==> config.mk <==
export PLATFORM = sky130hd
export DESIGN_NAME = poly_cv_shift_register
export DESIGN_NICKNAME = d
export VERILOG_FILES = /design/src/sv/pcvsr_pkg.sv /design/src/sv/pcvsr_ram.sv /design/src/sv/pcvsr_ctrl.sv /design/src/sv/pcvsr_seq.sv /design/src/sv/poly_cv_shift_register.sv
export VERILOG_INCLUDE_DIRS = /design/src /design/src/sv
export SDC_FILE = /design/constraint.sdc
export NUM_CORES = 2
export LEC_CHECK = 0
export BUFFER_PORTS_ARGS = -buffer_cell sky130_fd_sc_hd__buf_2
export CORE_ASPECT_RATIO = 1.4
export CORE_MARGIN = 2
export CORE_UTILIZATION = 36
export CTS_BUF_LIST = sky130_fd_sc_hd__clkbuf_2
export DETAILED_ROUTE_END_ITERATION = 10
export GPL_TIMING_DRIVEN = 0
export SETUP_SLACK_MARGIN = 0.1
export SYNTH_ARGS = -nofsm -noshare
export SYNTH_HDL_FRONTEND = slang
export SYNTH_SLANG_ARGS = --single-unit
==> constraint.sdc <==
create_clock -name clk -period 18.69 [get_ports clk]
set_input_delay 3.738 -clock clk [delete_from_list [all_inputs] [get_ports clk]]
set_output_delay 3.738 -clock clk [all_outputs]
set_load 0.02 [all_outputs]
==> src/sv/poly_cv_shift_register_assert.svh <==
// Assertion macros for the shift register RTL.
`ifndef POLY_CV_SHIFT_REGISTER_ASSERT_SVH
`define POLY_CV_SHIFT_REGISTER_ASSERT_SVH

// Same-cycle implication, sampled on clk, off while rst_n is low.
`define PCVSR_ASSERT_IMPL(label, ante, cons, msg) \
  label: assert property (@(posedge clk) disable iff (!rst_n) (ante) |-> (cons)) \
    else $error(msg);

// Next-cycle implication, sampled on clk, off while rst_n is low.
`define PCVSR_ASSERT_NEXT(label, ante, cons, msg) \
  label: assert property (@(posedge clk) disable iff (!rst_n) (ante) |=> (cons)) \
    else $error(msg);

`endif

==> src/sv/pcvsr_pkg.sv <==
// Shared types and constants of the polyphonic CV shift register.
package pcvsr_pkg;

  localparam int MV_W   = 15;
  localparam int CNT_W  = 5;
  localparam int CHAN_W = 4;
  localparam int STG_W  = 3;

  localparam logic signed [MV_W-1:0] MV_LIMIT_P    = 15'sd12000;
  localparam logic signed [MV_W-1:0] MV_LIMIT_N    = -15'sd12000;
  localparam logic signed [MV_W-1:0] TRIG_HIGH_RST = 15'sd1000;
  localparam logic signed [MV_W-1:0] TRIG_LOW_RST  = 15'sd0;

  // Configuration register indexes
  typedef enum logic [0:0] {
    REG_TRIG_HIGH = 1'b0,
    REG_TRIG_LOW  = 1'b1
  } cfg_reg_t;

  // One column walk handed from the control side to the sequencer
  typedef struct packed {
    logic              start;
    logic [CHAN_W-1:0] chan;
    logic [MV_W-1:0]   cv;
  } job_t;

  // Per-stage answer from the control side for the stage being written
  typedef struct packed {
    logic             copy_ok;
    logic [CNT_W-1:0] stage_chans;
  } view_t;

endpackage

==> src/sv/pcvsr_ram.sv <==
// Generic single-write, single-read RAM with registered read data.
module pcvsr_ram #(
  parameter int WIDTH = 15,
  parameter int DEPTH = 128,
  localparam int AW = $clog2(DEPTH)
) (
  input  logic             clk,
  input  logic             we,
  input  logic [AW-1:0]    waddr,
  input  logic [WIDTH-1:0] wdata,
  input  logic             re,
  input  logic [AW-1:0]    raddr,
  output logic [WIDTH-1:0] rdata
);

  logic [WIDTH-1:0] mem [DEPTH];
  logic [WIDTH-1:0] rdata_r;

  // Write port and registered read port
  always_ff @(posedge clk) begin
    if (we) begin
      mem[waddr] <= wdata;
    end
    if (re) begin
      rdata_r <= mem[raddr];
    end
  end

  assign rdata = rdata_r;

endmodule

==> src/sv/pcvsr_ctrl.sv <==
// Trigger detection, stage channel counts and per-word job set-up.
module pcvsr_ctrl #(
  parameter int STAGES   = 8,
  parameter int CHANNELS = 16,
  localparam int SW = $clog2(STAGES)
) (
  input  logic                                   clk,
  input  logic                                   rst_n,
  input  logic                                   cfg_wr_en,
  input  logic                                   cfg_idx,
  input  logic [pcvsr_pkg::MV_W-1:0]             cfg_data,
  input  logic                                   acc,
  input  logic [pcvsr_pkg::CHAN_W-1:0]           chan,
  input  logic signed [pcvsr_pkg::MV_W-1:0]      trig_mv,
  input  logic signed [pcvsr_pkg::MV_W-1:0]      in_mv,
  input  logic [pcvsr_pkg::CNT_W-1:0]            trig_count,
  input  logic [pcvsr_pkg::CNT_W-1:0]            in_count,
  input  logic                                   tick_end,
  input  logic [SW-1:0]                          q_stg,
  output pcvsr_pkg::job_t                        job,
  output pcvsr_pkg::view_t                       view
);

  localparam int CW     = pcvsr_pkg::CNT_W;
  localparam int MW     = pcvsr_pkg::MV_W;
  localparam int CHW    = (CHANNELS > 1) ? $clog2(CHANNELS) : 1;
  localparam int TRIG_N = 2 ** CHW;
  localparam logic [CW-1:0] CH_CNT = CW'(CHANNELS);

  typedef enum logic [2:0] {
    MODE_NONE   = 3'b001,
    MODE_SINGLE = 3'b010,
    MODE_MULTI  = 3'b100
  } mode_t;

  logic signed [MW-1:0] thr_hi_r, thr_hi_nxt;
  logic signed [MW-1:0] thr_lo_r, thr_lo_nxt;
  logic                 trig_hi_r   [TRIG_N];
  logic                 trig_hi_nxt [TRIG_N];
  logic [CW-1:0]        counts_r    [STAGES];
  logic [CW-1:0]        counts_nxt  [STAGES];
  logic [CW-1:0]        snap_r      [STAGES];
  logic [CW-1:0]        snap_nxt    [STAGES];
  logic                 shift_r, shift_nxt;
  logic                 start_r, start_nxt;
  logic [pcvsr_pkg::CHAN_W-1:0] chan_r, chan_nxt;
  logic [MW-1:0]        cv_r, cv_nxt;
  mode_t                mode_r, mode_nxt;

  logic signed [MW-1:0] cv_sat;
  logic [CW-1:0]        tc, ic;
  logic [CW-1:0]        chan_x;
  logic                 chan_ok, work, single, do_sch, armed, fire, rearm;
  logic [CHW-1:0]       sch_idx;
  logic [SW-1:0]        q_prev;

  // Saturate the word fields
  always_comb begin
    if (in_mv > pcvsr_pkg::MV_LIMIT_P) begin
      cv_sat = pcvsr_pkg::MV_LIMIT_P;
    end else if (in_mv < pcvsr_pkg::MV_LIMIT_N) begin
      cv_sat = pcvsr_pkg::MV_LIMIT_N;
    end else begin
      cv_sat = in_mv;
    end
    tc      = (trig_count > CH_CNT) ? CH_CNT : trig_count;
    ic      = (in_count > CH_CNT) ? CH_CNT : in_count;
    chan_x  = {1'b0, chan};
    chan_ok = chan_x < CH_CNT;
    work    = (tc != '0) && chan_ok;
    single  = (tc == CW'(1));
    sch_idx = chan[CHW-1:0];
    do_sch  = work && (single ? (chan == '0) : (chan_x < tc));
    armed   = trig_hi_r[sch_idx];
    fire    = !armed && (trig_mv >= thr_hi_r);
    rearm   = armed && (trig_mv <= thr_lo_r);
  end

  // Next state of thresholds, trigger flags, counts and the job
  always_comb begin
    thr_hi_nxt  = thr_hi_r;
    thr_lo_nxt  = thr_lo_r;
    trig_hi_nxt = trig_hi_r;
    counts_nxt  = counts_r;
    snap_nxt    = snap_r;
    shift_nxt   = shift_r;
    chan_nxt    = chan_r;
    cv_nxt      = cv_r;
    mode_nxt    = mode_r;
    start_nxt   = 1'b0;

    if (cfg_wr_en) begin
      unique case (pcvsr_pkg::cfg_reg_t'(cfg_idx))
        pcvsr_pkg::REG_TRIG_HIGH: thr_hi_nxt = cfg_data;
        pcvsr_pkg::REG_TRIG_LOW:  thr_lo_nxt = cfg_data;
      endcase
    end

    if (acc) begin
      if (do_sch) begin
        trig_hi_nxt[sch_idx] = armed ? !rearm : fire;
      end
      if (work) begin
        start_nxt = 1'b1;
        chan_nxt  = chan;
        cv_nxt    = cv_sat;
        if (single) begin
          if (chan == '0) begin
            shift_nxt = fire;
            if (fire) begin
              // Snapshot the counts, then shift them down one stage
              snap_nxt      = counts_r;
              counts_nxt[0] = ic;
              for (int i = 1; i < STAGES; i++) begin
                counts_nxt[i] = counts_r[i-1];
              end
            end
          end
          mode_nxt = ((chan == '0) ? fire : shift_r) ? MODE_SINGLE : MODE_NONE;
        end else begin
          shift_nxt = 1'b0;
          mode_nxt  = (do_sch && fire) ? MODE_MULTI : MODE_NONE;
          if (do_sch && fire) begin
            // Stage 0 takes the input count; each later count keeps the larger of itself and the stage before it
            counts_nxt[0] = ic;
            for (int i = 1; i < STAGES; i++) begin
              counts_nxt[i] = (counts_r[i-1] > counts_r[i]) ? counts_r[i-1] : counts_r[i];
            end
          end
        end
      end else if (tc == '0) begin
        shift_nxt = 1'b0;
      end
      if (tick_end) begin
        shift_nxt = 1'b0;
      end
    end
  end

  always_ff @(posedge clk) begin
    if (!rst_n) begin
      thr_hi_r <= pcvsr_pkg::TRIG_HIGH_RST;
      thr_lo_r <= pcvsr_pkg::TRIG_LOW_RST;
      for (int i = 0; i < TRIG_N; i++) begin
        trig_hi_r[i] <= 1'b0;
      end
      for (int i = 0; i < STAGES; i++) begin
        counts_r[i] <= '0;
        snap_r[i]   <= '0;
      end
      shift_r <= 1'b0;
      start_r <= 1'b0;
      mode_r  <= MODE_NONE;
    end else begin
      thr_hi_r  <= thr_hi_nxt;
      thr_lo_r  <= thr_lo_nxt;
      trig_hi_r <= trig_hi_nxt;
      counts_r  <= counts_nxt;
      snap_r    <= snap_nxt;
      shift_r   <= shift_nxt;
      start_r   <= start_nxt;
      mode_r    <= mode_nxt;
    end
  end

  // Job payload
  always_ff @(posedge clk) begin
    chan_r <= chan_nxt;
    cv_r   <= cv_nxt;
  end

  assign job.start = start_r;
  assign job.chan  = chan_r;
  assign job.cv    = cv_r;

  // Answer for the stage under write-back
  assign q_prev = q_stg - SW'(1);

  always_comb begin
    view.stage_chans = counts_r[q_stg];
    unique case (mode_r)
      MODE_SINGLE: begin
        if (q_stg == '0) begin
          view.copy_ok = {1'b0, chan_r} < counts_r[0];
        end else begin
          view.copy_ok = {1'b0, chan_r} < snap_r[q_prev];
        end
      end
      MODE_MULTI: view.copy_ok = 1'b1;
      MODE_NONE:  view.copy_ok = 1'b0;
      default:    view.copy_ok = 1'b0;
    endcase
  end

endmodule

==> src/sv/pcvsr_seq.sv <==
// Sample memory sequencer: clear pass, column walk, write-back and output register.
`include "poly_cv_shift_register_assert.svh"

module pcvsr_seq #(
  parameter int STAGES   = 8,
  parameter int CHANNELS = 16,
  localparam int SW = $clog2(STAGES)
) (
  input  logic                                clk,
  input  logic                                rst_n,
  input  pcvsr_pkg::job_t                     job,
  input  pcvsr_pkg::view_t                    view,
  output logic [SW-1:0]                       q_stg,
  output logic                                busy,
  output logic                                out_valid,
  input  logic                                out_stall,
  output logic [pcvsr_pkg::STG_W-1:0]         out_stage,
  output logic [pcvsr_pkg::CHAN_W-1:0]        out_chan,
  output logic signed [pcvsr_pkg::MV_W-1:0]   out_stage_mv,
  output logic [pcvsr_pkg::CNT_W-1:0]         out_stage_chans,
  output logic                                out_last
);

  localparam int DEPTH = STAGES * CHANNELS;
  localparam int AW    = $clog2(DEPTH);
  localparam int MW    = pcvsr_pkg::MV_W;
  localparam logic [SW-1:0] LAST_STG = SW'(STAGES - 1);
  localparam logic [AW-1:0] LAST_ADR = AW'(DEPTH - 1);

  logic          clr_busy_r, clr_busy_nxt;
  logic [AW-1:0] clr_addr_r, clr_addr_nxt;
  logic          iss_act_r, iss_act_nxt;
  logic [SW-1:0] iss_stg_r, iss_stg_nxt;
  logic          pend_r, pend_nxt;
  logic [SW-1:0] pend_stg_r;
  logic [AW-1:0] pend_addr_r;
  logic [MW-1:0] prev_r;
  logic          out_valid_r, out_valid_nxt;
  logic [pcvsr_pkg::STG_W-1:0]  out_stage_r;
  logic [pcvsr_pkg::CHAN_W-1:0] out_chan_r;
  logic [MW-1:0]                out_mv_r;
  logic [pcvsr_pkg::CNT_W-1:0]  out_chans_r;
  logic                         out_last_r;

  logic          out_free, mv, rd_go, we_item, ram_we;
  logic [AW-1:0] rd_addr, ram_waddr;
  logic [MW-1:0] ram_q, new_val, ram_wdata;

  // Handshake between read stage, write-back stage and output register
  assign out_free = !out_valid_r || !out_stall;
  assign mv       = pend_r && out_free;
  assign rd_go    = iss_act_r && (!pend_r || mv);
  assign rd_addr  = AW'(int'(iss_stg_r) * CHANNELS + int'(job.chan));
  assign busy     = clr_busy_r || job.start || iss_act_r || pend_r;
  assign q_stg    = pend_stg_r;

  // New value of the stage under write-back
  assign new_val = view.copy_ok ? ((pend_stg_r == '0) ? job.cv : prev_r) : ram_q;
  assign we_item = mv && view.copy_ok;

  // Clear pass owns the write port until it ends
  assign ram_we    = clr_busy_r || we_item;
  assign ram_waddr = clr_busy_r ? clr_addr_r : pend_addr_r;
  assign ram_wdata = clr_busy_r ? '0 : new_val;

  pcvsr_ram #(
    .WIDTH (MW),
    .DEPTH (DEPTH)
  ) u_ram (
    .clk   (clk),
    .we    (ram_we),
    .waddr (ram_waddr),
    .wdata (ram_wdata),
    .re    (rd_go),
    .raddr (rd_addr),
    .rdata (ram_q)
  );

  // Advance the clear pass, the stage walk and the pending slot
  always_comb begin
    clr_busy_nxt = clr_busy_r;
    clr_addr_nxt = clr_addr_r;
    if (clr_busy_r) begin
      if (clr_addr_r == LAST_ADR) begin
        clr_busy_nxt = 1'b0;
      end else begin
        clr_addr_nxt = clr_addr_r + AW'(1);
      end
    end

    iss_act_nxt = iss_act_r;
    iss_stg_nxt = iss_stg_r;
    if (job.start) begin
      iss_act_nxt = 1'b1;
      iss_stg_nxt = '0;
    end else if (rd_go) begin
      if (iss_stg_r == LAST_STG) begin
        iss_act_nxt = 1'b0;
        iss_stg_nxt = '0;
      end else begin
        iss_stg_nxt = iss_stg_r + SW'(1);
      end
    end

    pend_nxt      = rd_go ? 1'b1 : (mv ? 1'b0 : pend_r);
    out_valid_nxt = mv || (out_valid_r && out_stall);
  end

  always_ff @(posedge clk) begin
    if (!rst_n) begin
      clr_busy_r  <= 1'b1;
      clr_addr_r  <= '0;
      iss_act_r   <= 1'b0;
      iss_stg_r   <= '0;
      pend_r      <= 1'b0;
      out_valid_r <= 1'b0;
    end else begin
      clr_busy_r  <= clr_busy_nxt;
      clr_addr_r  <= clr_addr_nxt;
      iss_act_r   <= iss_act_nxt;
      iss_stg_r   <= iss_stg_nxt;
      pend_r      <= pend_nxt;
      out_valid_r <= out_valid_nxt;
    end
  end

  // Payload of the pending slot, the carried value and the output word
  always_ff @(posedge clk) begin
    if (rd_go) begin
      pend_stg_r  <= iss_stg_r;
      pend_addr_r <= rd_addr;
    end
    if (mv) begin
      prev_r      <= ram_q;
      out_stage_r <= pcvsr_pkg::STG_W'(pend_stg_r);
      out_chan_r  <= job.chan;
      out_mv_r    <= new_val;
      out_chans_r <= view.stage_chans;
      out_last_r  <= (pend_stg_r == LAST_STG);
    end
  end

  assign out_valid       = out_valid_r;
  assign out_stage       = out_stage_r;
  assign out_chan        = out_chan_r;
  assign out_stage_mv    = out_mv_r;
  assign out_stage_chans = out_chans_r;
  assign out_last        = out_last_r;

  `PCVSR_ASSERT_IMPL(a_no_read_in_clear, clr_busy_r, !rd_go, "read issued during clear pass")
  `PCVSR_ASSERT_IMPL(a_start_when_idle, job.start, !iss_act_r && !pend_r, "job started mid walk")
  `PCVSR_ASSERT_IMPL(a_no_rw_collide, rd_go && we_item, rd_addr != pend_addr_r, "read hits written entry")
  `PCVSR_ASSERT_NEXT(a_walk_drains, mv && (pend_stg_r == LAST_STG), !pend_r, "walk did not drain")

endmodule

==> src/sv/poly_cv_shift_register.sv <==
// Top level of the polyphonic CV shift register.
// Input channel: one word per polyphonic channel, channels in ascending order
// each tick, in_tick_end on the final one. A word is taken when in_valid is high
// and in_stall is low. Configuration: cfg_wr_en writes cfg_data to the Schmitt
// threshold chosen by cfg_idx (0 upper, 1 lower); write only while idle.
// Result channel: each word with the trigger connected and a channel in range
// yields STAGES words, stage 0 first, out_last on the final stage. A word is
// taken when out_valid is high and out_stall is low.
// Path: an accepted word is registered as a job, the walk reads stage 0 from the sample
// memory, and the result then enters the output register. Throughput: the sample
// memory's single read port walks the column one stage a cycle while out_stall is low,
// and a new word waits for the walk to drain. Words that yield no results are taken
// at one a cycle while in_stall is low.
// Reset: thresholds return to 1000 mV and 0 mV, counts and trigger states clear,
// then a clearing pass zeroes all STAGES * CHANNELS entries of the sample memory
// with in_stall held high.
// A stalled receiver freezes the walk at the output register; in_stall stays
// high until the current column is done.
module poly_cv_shift_register #(
  parameter int STAGES   = 8,
  parameter int CHANNELS = 16
) (
  input  logic                                clk,
  input  logic                                rst_n,
  input  logic                                cfg_wr_en,
  input  logic                                cfg_idx,
  input  logic [pcvsr_pkg::MV_W-1:0]          cfg_data,
  input  logic                                in_valid,
  output logic                                in_stall,
  input  logic [pcvsr_pkg::CHAN_W-1:0]        in_chan,
  input  logic signed [pcvsr_pkg::MV_W-1:0]   in_trig_mv,
  input  logic signed [pcvsr_pkg::MV_W-1:0]   in_in_mv,
  input  logic [pcvsr_pkg::CNT_W-1:0]         in_trig_count,
  input  logic [pcvsr_pkg::CNT_W-1:0]         in_in_count,
  input  logic                                in_tick_end,
  output logic                                out_valid,
  input  logic                                out_stall,
  output logic [pcvsr_pkg::STG_W-1:0]         out_stage,
  output logic [pcvsr_pkg::CHAN_W-1:0]        out_chan,
  output logic signed [pcvsr_pkg::MV_W-1:0]   out_stage_mv,
  output logic [pcvsr_pkg::CNT_W-1:0]         out_stage_chans,
  output logic                                out_last
);

  localparam int SW = $clog2(STAGES);

  pcvsr_pkg::job_t  job;
  pcvsr_pkg::view_t view;
  logic [SW-1:0]    q_stg;
  logic             busy;
  logic             in_acc;

  // Hold off input words while the clear pass or a column walk runs
  assign in_stall = busy;
  assign in_acc   = in_valid && !busy;

  pcvsr_ctrl #(
    .STAGES   (STAGES),
    .CHANNELS (CHANNELS)
  ) u_ctrl (
    .clk        (clk),
    .rst_n      (rst_n),
    .cfg_wr_en  (cfg_wr_en),
    .cfg_idx    (cfg_idx),
    .cfg_data   (cfg_data),
    .acc        (in_acc),
    .chan       (in_chan),
    .trig_mv    (in_trig_mv),
    .in_mv      (in_in_mv),
    .trig_count (in_trig_count),
    .in_count   (in_in_count),
    .tick_end   (in_tick_end),
    .q_stg      (q_stg),
    .job        (job),
    .view       (view)
  );

  pcvsr_seq #(
    .STAGES   (STAGES),
    .CHANNELS (CHANNELS)
  ) u_seq (
    .clk             (clk),
    .rst_n           (rst_n),
    .job             (job),
    .view            (view),
    .q_stg           (q_stg),
    .busy            (busy),
    .out_valid       (out_valid),
    .out_stall       (out_stall),
    .out_stage       (out_stage),
    .out_chan        (out_chan),
    .out_stage_mv    (out_stage_mv),
    .out_stage_chans (out_stage_chans),
    .out_last        (out_last)
  );

endmodule
* Word level (Yosys, flattened, before mapping) *
Memory sizes are Yosys's and may differ from the RTL's. A register that Yosys moved wholly into a read port is not among the register bits.
Cells that the tools add are included.

word-level totals
  register bits after elaboration = 217
  RAM bits = 1920
  input port bits = 66
  output and inout bits = 30
  logic and storage cells = 204
  memories kept = 1

cells by class
  $add $sub $neg = 4
  order comparisons = 20
  equal/unequal tests = 8
  mux-type cells = 53
  bitwise gates (word level) = 6
  reduce and logical (&&, ||, !) cells = 58

memories
  memory           depth  bits a word  rd ports  clocked after memory_dff  write ports  line             RTL
  u_seq.u_ram.mem  128    15           1         1                         1            pcvsr_ram.sv:16  logic [WIDTH-1:0] mem [DEPTH];

operators by type and width
  operator                                                       count
  40-bit 2-to-1 mux                                              4
  5-bit 2-to-1 mux                                               13
  15-bit 2-to-1 mux                                              4
  6-bit AND reduction                                            7
  5-bit greater-than comparator                                  7
  5-bit binary-select mux with 3-bit select                      2
  2-bit nonzero test                                             11
  1-bit 2-to-1 mux                                               21
  16-bit bitwise mux                                             1
  2-bit AND reduction                                            8
  15-bit greater-or-equal comparator                             1
  15-bit greater-than comparator, second input constant          1
  15-bit less-or-equal comparator                                1
  15-bit < comparator, second input constant                     1
  4-bit by 5-bit < comparator with 1-bit output                  3
  5-bit greater-than comparator, second input constant           2
  1-bit logical AND                                              10
  5-bit AND reduction                                            2
  3-bit == test, second input constant                           3
  3-bit 2-to-1 mux                                               3
  4-bit greater-or-equal comparator, second input constant       2
  3-bit inverter with 4-bit output                               2
  7-bit by 1-bit adder with 7-bit output, second input constant  1
  7-bit by 4-bit adder with 7-bit output                         1
  other kinds (23)                                               38

* Logic depth before layout (Yosys ltp) *
  depth after elaboration = 12
  depth in mapped cells = 15
  mapped depth without buffers = 11

* Modules after synthesis *
Synthesis repeated with hierarchy kept, for this count alone.

unflattened totals
  cell total of the unflattened synthesis = 4013
  area, all modules = 85095.4 um2

by module, submodules not included
  module                  times used  cells each  area each (um2)  seq. area each (um2)
  pcvsr_ram               1           2904        73779.5          58105.7
  pcvsr_ctrl              1           907         8589.5           3193.1
  pcvsr_seq               1           201         2712.6           1781.7
  poly_cv_shift_register  1           1           13.8             0.0

* Worst setup path after synthesis *
No wires, ideal clock.

  kind = reg-to-reg
  start point = register, netlist name u_seq.pend_addr_r[4]
  end point = memory u_seq.u_ram.mem[0][10] (data pin)
  setup time = 0.832 ns
  arrival time = 7.355 ns
  required time = 17.858 ns
  setup slack = 10.503 ns
  stages on the path, launching flop included = 15
  clock period less this slack = 8.187 ns
  path through = edfxtp_1 clkbuf_1 buf_1 inv_1 ha_1 clkbuf_1 mux4_2 mux2i_1 ha_1 a2111oi_0 nand2_1 a221oi_2 buf_2 mux2_2 nor2b_1

RTL lines
  what           line
  end, declared  pcvsr_ram.sv:16

* Worst setup path in the final report *
  start point = register u_seq.pend_addr_r[4]
  end point = memory u_seq.u_ram.mem[29][3] (enable)

between the ends
  cells in the longest elaborated chain, start to end = 1

RTL lines
  what                    line              RTL
  start, declared         pcvsr_seq.sv:36   logic [AW-1:0] pend_addr_r;
  start signal, assigned  pcvsr_seq.sv:131  pend_addr_r <= rd_addr;
  7-bit 2-to-1 mux        pcvsr_seq.sv:63   assign ram_waddr = clr_busy_r ? clr_addr_r : pend_addr_r;

No other way between the ends.

==> flow_summary.ini <==
[layout]
final_cells = 8640
final_common_cell = edfxtp_1
n_fill_cell = 20823
syn_to_final_growth_pct = 14.2
postLayoutCoreUtil = 0.414
seqCellArea_um2 = 63100
final_cell_mix = 2004 x edfxtp_1, 702 x clkbuf_2, 472 x mux4_2
nNetsFinal = 5317
final_cell_area_um2 = 97000
multiInputGateArea_um2 = 20900
drive_gt1_frac = 0.320

[synthesis]
ys.flop_type = edfxtp_1
synthSimpleGateAreaFrac = 0.0354
ys_top_cells_by_area = edfxtp_1 71%, mux4_2 13%, dfxtp_1 3.4%, nand2_1 1.2%, ha_1 1.2%
netlist_area_um2 = 84900
synth_top_family_by_area = multiplexers
synthMuxAreaShare = 0.148
synth_compound_area_frac = 0.0446
synthArstFlopShare = 0
ys_ff_latch = 2149
yosysSeqAreaShare = 0.743
synth-edff-count = 2004
yosys.area.top_type = edfxtp_1
synth_top_cell_area_share = 0.709
synthAdderAreaFrac = 0.0119
yosysUniqueCellTypes = 71
synth_cells = 4432
synthXorXnorAreaFrac = 0.000604
yosys_warnings = 0
avgSynthCellArea_um2 = 19.2
syn-num-nets = 4579

[sta]
fin_hold_ws_ns = 0.383
max_freq_ghz = 0.133
setup_viol = 0
setup_ws_ns = 11.20
worstMarginPinSlew_ns = 1.70
drv_slew = 9
hold_violations = 0
finalCritPeriodShare = 0.401
tns_ns = 0
finClkSkew_ns = 0.174
rsz0062_at_grt = no
max-slew-margin-rel = -0.133
fin_crit_ns = 7.49

[cts]
post_cts_buffers = 0
clk_pin_slew_worst_paths_ns = 0.11
ctsHoldBuffers = 0
clock_sinks = 2149
clk_latency_ns = 1.74
ctsResizeCount = 0
htree_levels = 5
cts_buffers = 476
cts_tree = built
clockBufferDepth = 4
cts_root_buf = clkbuf_2

[drt]
num_vias = 47309
viasPerCell = 5.48
finalWirelength_mm = 246
final_antenna_net_count = 0
first_pass_iters = 8
wl_per_cell_um = 28.5
drc = 0
drt_iter0_markers = 4795

[floorplanning]
row_count = 210
dieWidth_um = 414
core_area_um2 = 234000
io_pins = 96
fp.dieArea_um2 = 240000
start_util = 0.363
die_height_um = 579

[critical_path]
cp_slowest_cell = nor2_2
critPathLaunchType = register
ff2ff_setup_slack_ns = 11.20
worstReg2RegStart = u_seq.pend_addr_r[4]
path_cells = clkbuf_1, buf_1, inv_1, ha_1, clkbuf_1, mux4_2, mux2i_1, ha_1, a2111oi_0, nand2_1, a221oi_2, a32oi_2, buf_2, nor2_2
path_class = reg2reg
crit_arrival_ns = 8.68
cp_top_family = buffers and inverters
crit_path_max_fanout = 15
worst_ep_required_time_ns = 19.88
r2r-end = u_seq.u_ram.mem[29][3]
r2r_cells = 14
crit_path_end_kind = register
cp-startpoint = u_seq.pend_addr_r[4]
cp_slowest_stage_delay_ns = 0.83
path_buf_inv = 5

[pwr]
power_mw = 8.26
vdd_ir_drop_max_mv = 0.0455
power.leakage_nw = 32.1
p_sw_frac = 0.234
p_sw_mw = 1.93
seqPwrFrac = 0.629
clockPowerShare = 0.358
power_density_nw_per_um2 = 85.1
p_int_mw = 6.32
comb_power_share = 0.013

[grt]
grt_usage = 0.201
grt_pass1_vias = 48803
antenna_found_initial = 14
grt_pass1_wl_mm = 346
grt_max_degree = 53
grt_overflow = 0

[place]
place_worst_setup_slack_ns = 11.29
io_buffers = 94
place_inst = 7766
gp_congestion = 0.931
dp_hpwl_mm = 172
place_area_um2 = 92600

[hold_path]
hp-start = u_seq.u_ram.rdata[12]
holdPathStages = 0
hold_class = reg2reg
worstHoldEndpoint = u_seq.prev_r[12]

[run_status]
violations = max-capacitance violations, max-slew violations
status = finished with violations

[flow_run]
cap_violations = 2
worst max-delay path by stage:
stage,end,depth (start not counted)
2_1_floorplan,u_seq.u_ram.mem[0][10],14
3_3_place_gp,u_seq.u_ram.mem[30][6],15
3_5_place_dp,u_seq.u_ram.mem[29][3],14
4_1_cts,u_seq.u_ram.mem[29][3],14
5_1_grt,u_seq.u_ram.mem[29][9],14
6_report,u_seq.u_ram.mem[29][3],14
power by group through the flow:
stage	sequential, mW	clock, mW	combinational (mW)
after floorplan	5.30	0	0.0533
after global placement	5.30	0	0.0989
after detailed placement	5.30	0	0.106
after CTS	5.19	3.02	0.107
after global routing	5.19	3.24	0.115
final	5.19	2.95	0.109
synthesized netlist by cell type (78+ instances only):
| library cell | count |
|---|---|
| a21oi_1 | 101 |
| a22oi_1 | 115 |
| clkbuf_1 | 147 |
| dfxtp_1 | 145 |
| edfxtp_1 | 2004 |
| ha_1 | 81 |
| inv_1 | 95 |
| mux2_2 | 78 |
| mux2i_1 | 101 |
| mux4_2 | 472 |
| nand2_1 | 275 |
| nor2_1 | 200 |
cell type report:
| class | count | area share |
|---|---|---|
| flip-flops and latches | 2149 | 0.651 |
| multi-input cells | 1942 | 0.215 |
| well taps | 3074 | 0.0397 |
| clock buffers | 701 | 0.0362 |
| repair buffers | 260 | 0.0349 |
| plain buffers | 245 | 0.0105 |
| clock inverters | 153 | 0.00862 |
| inverters | 96 | 0.00372 |
| diodes | 20 | 0.000516 |
kinds of logic (layout without fill, tap and decap cells):
family / Yosys count / count (layout)
flops: 2149 / 2149
xor+xnor: 5 / 5
compound gates: 539 / 539
other cells: 0 / 20
fa+ha+maj: 81 / 81
simple gates: 661 / 661
mux: 656 / 656
buf+inv: 341 / 1455
layer usage:
layer	routed length, um	global-route usage	up-vias	part of all wire
met3	17000	0.0404	598	0.069
met5	20	0	-	0.000081
li1	-	-	19924	-
met2	124000	0.350	2195	0.50
met4	17100	0.131	4	0.069
met1	87900	0.226	24588	0.36
sequential cells by signal, summed over array words and instances (netlist names), 5 cells and up:
register / count
u_seq.u_ram.mem: 1920
u_ctrl.counts_r: 40
u_ctrl.snap_r: 40
u_ctrl.trig_hi_r: 16
u_ctrl.cv_r: 15
u_ctrl.thr_hi_r: 15
u_ctrl.thr_lo_r: 15
u_seq.out_stage_mv: 15
u_seq.prev_r: 15
u_seq.u_ram.rdata: 15
u_seq.clr_addr_r: 7
u_seq.pend_addr_r: 7
u_seq.out_stage_chans: 5
Note: power is estimated with default switching activity, not from simulation.
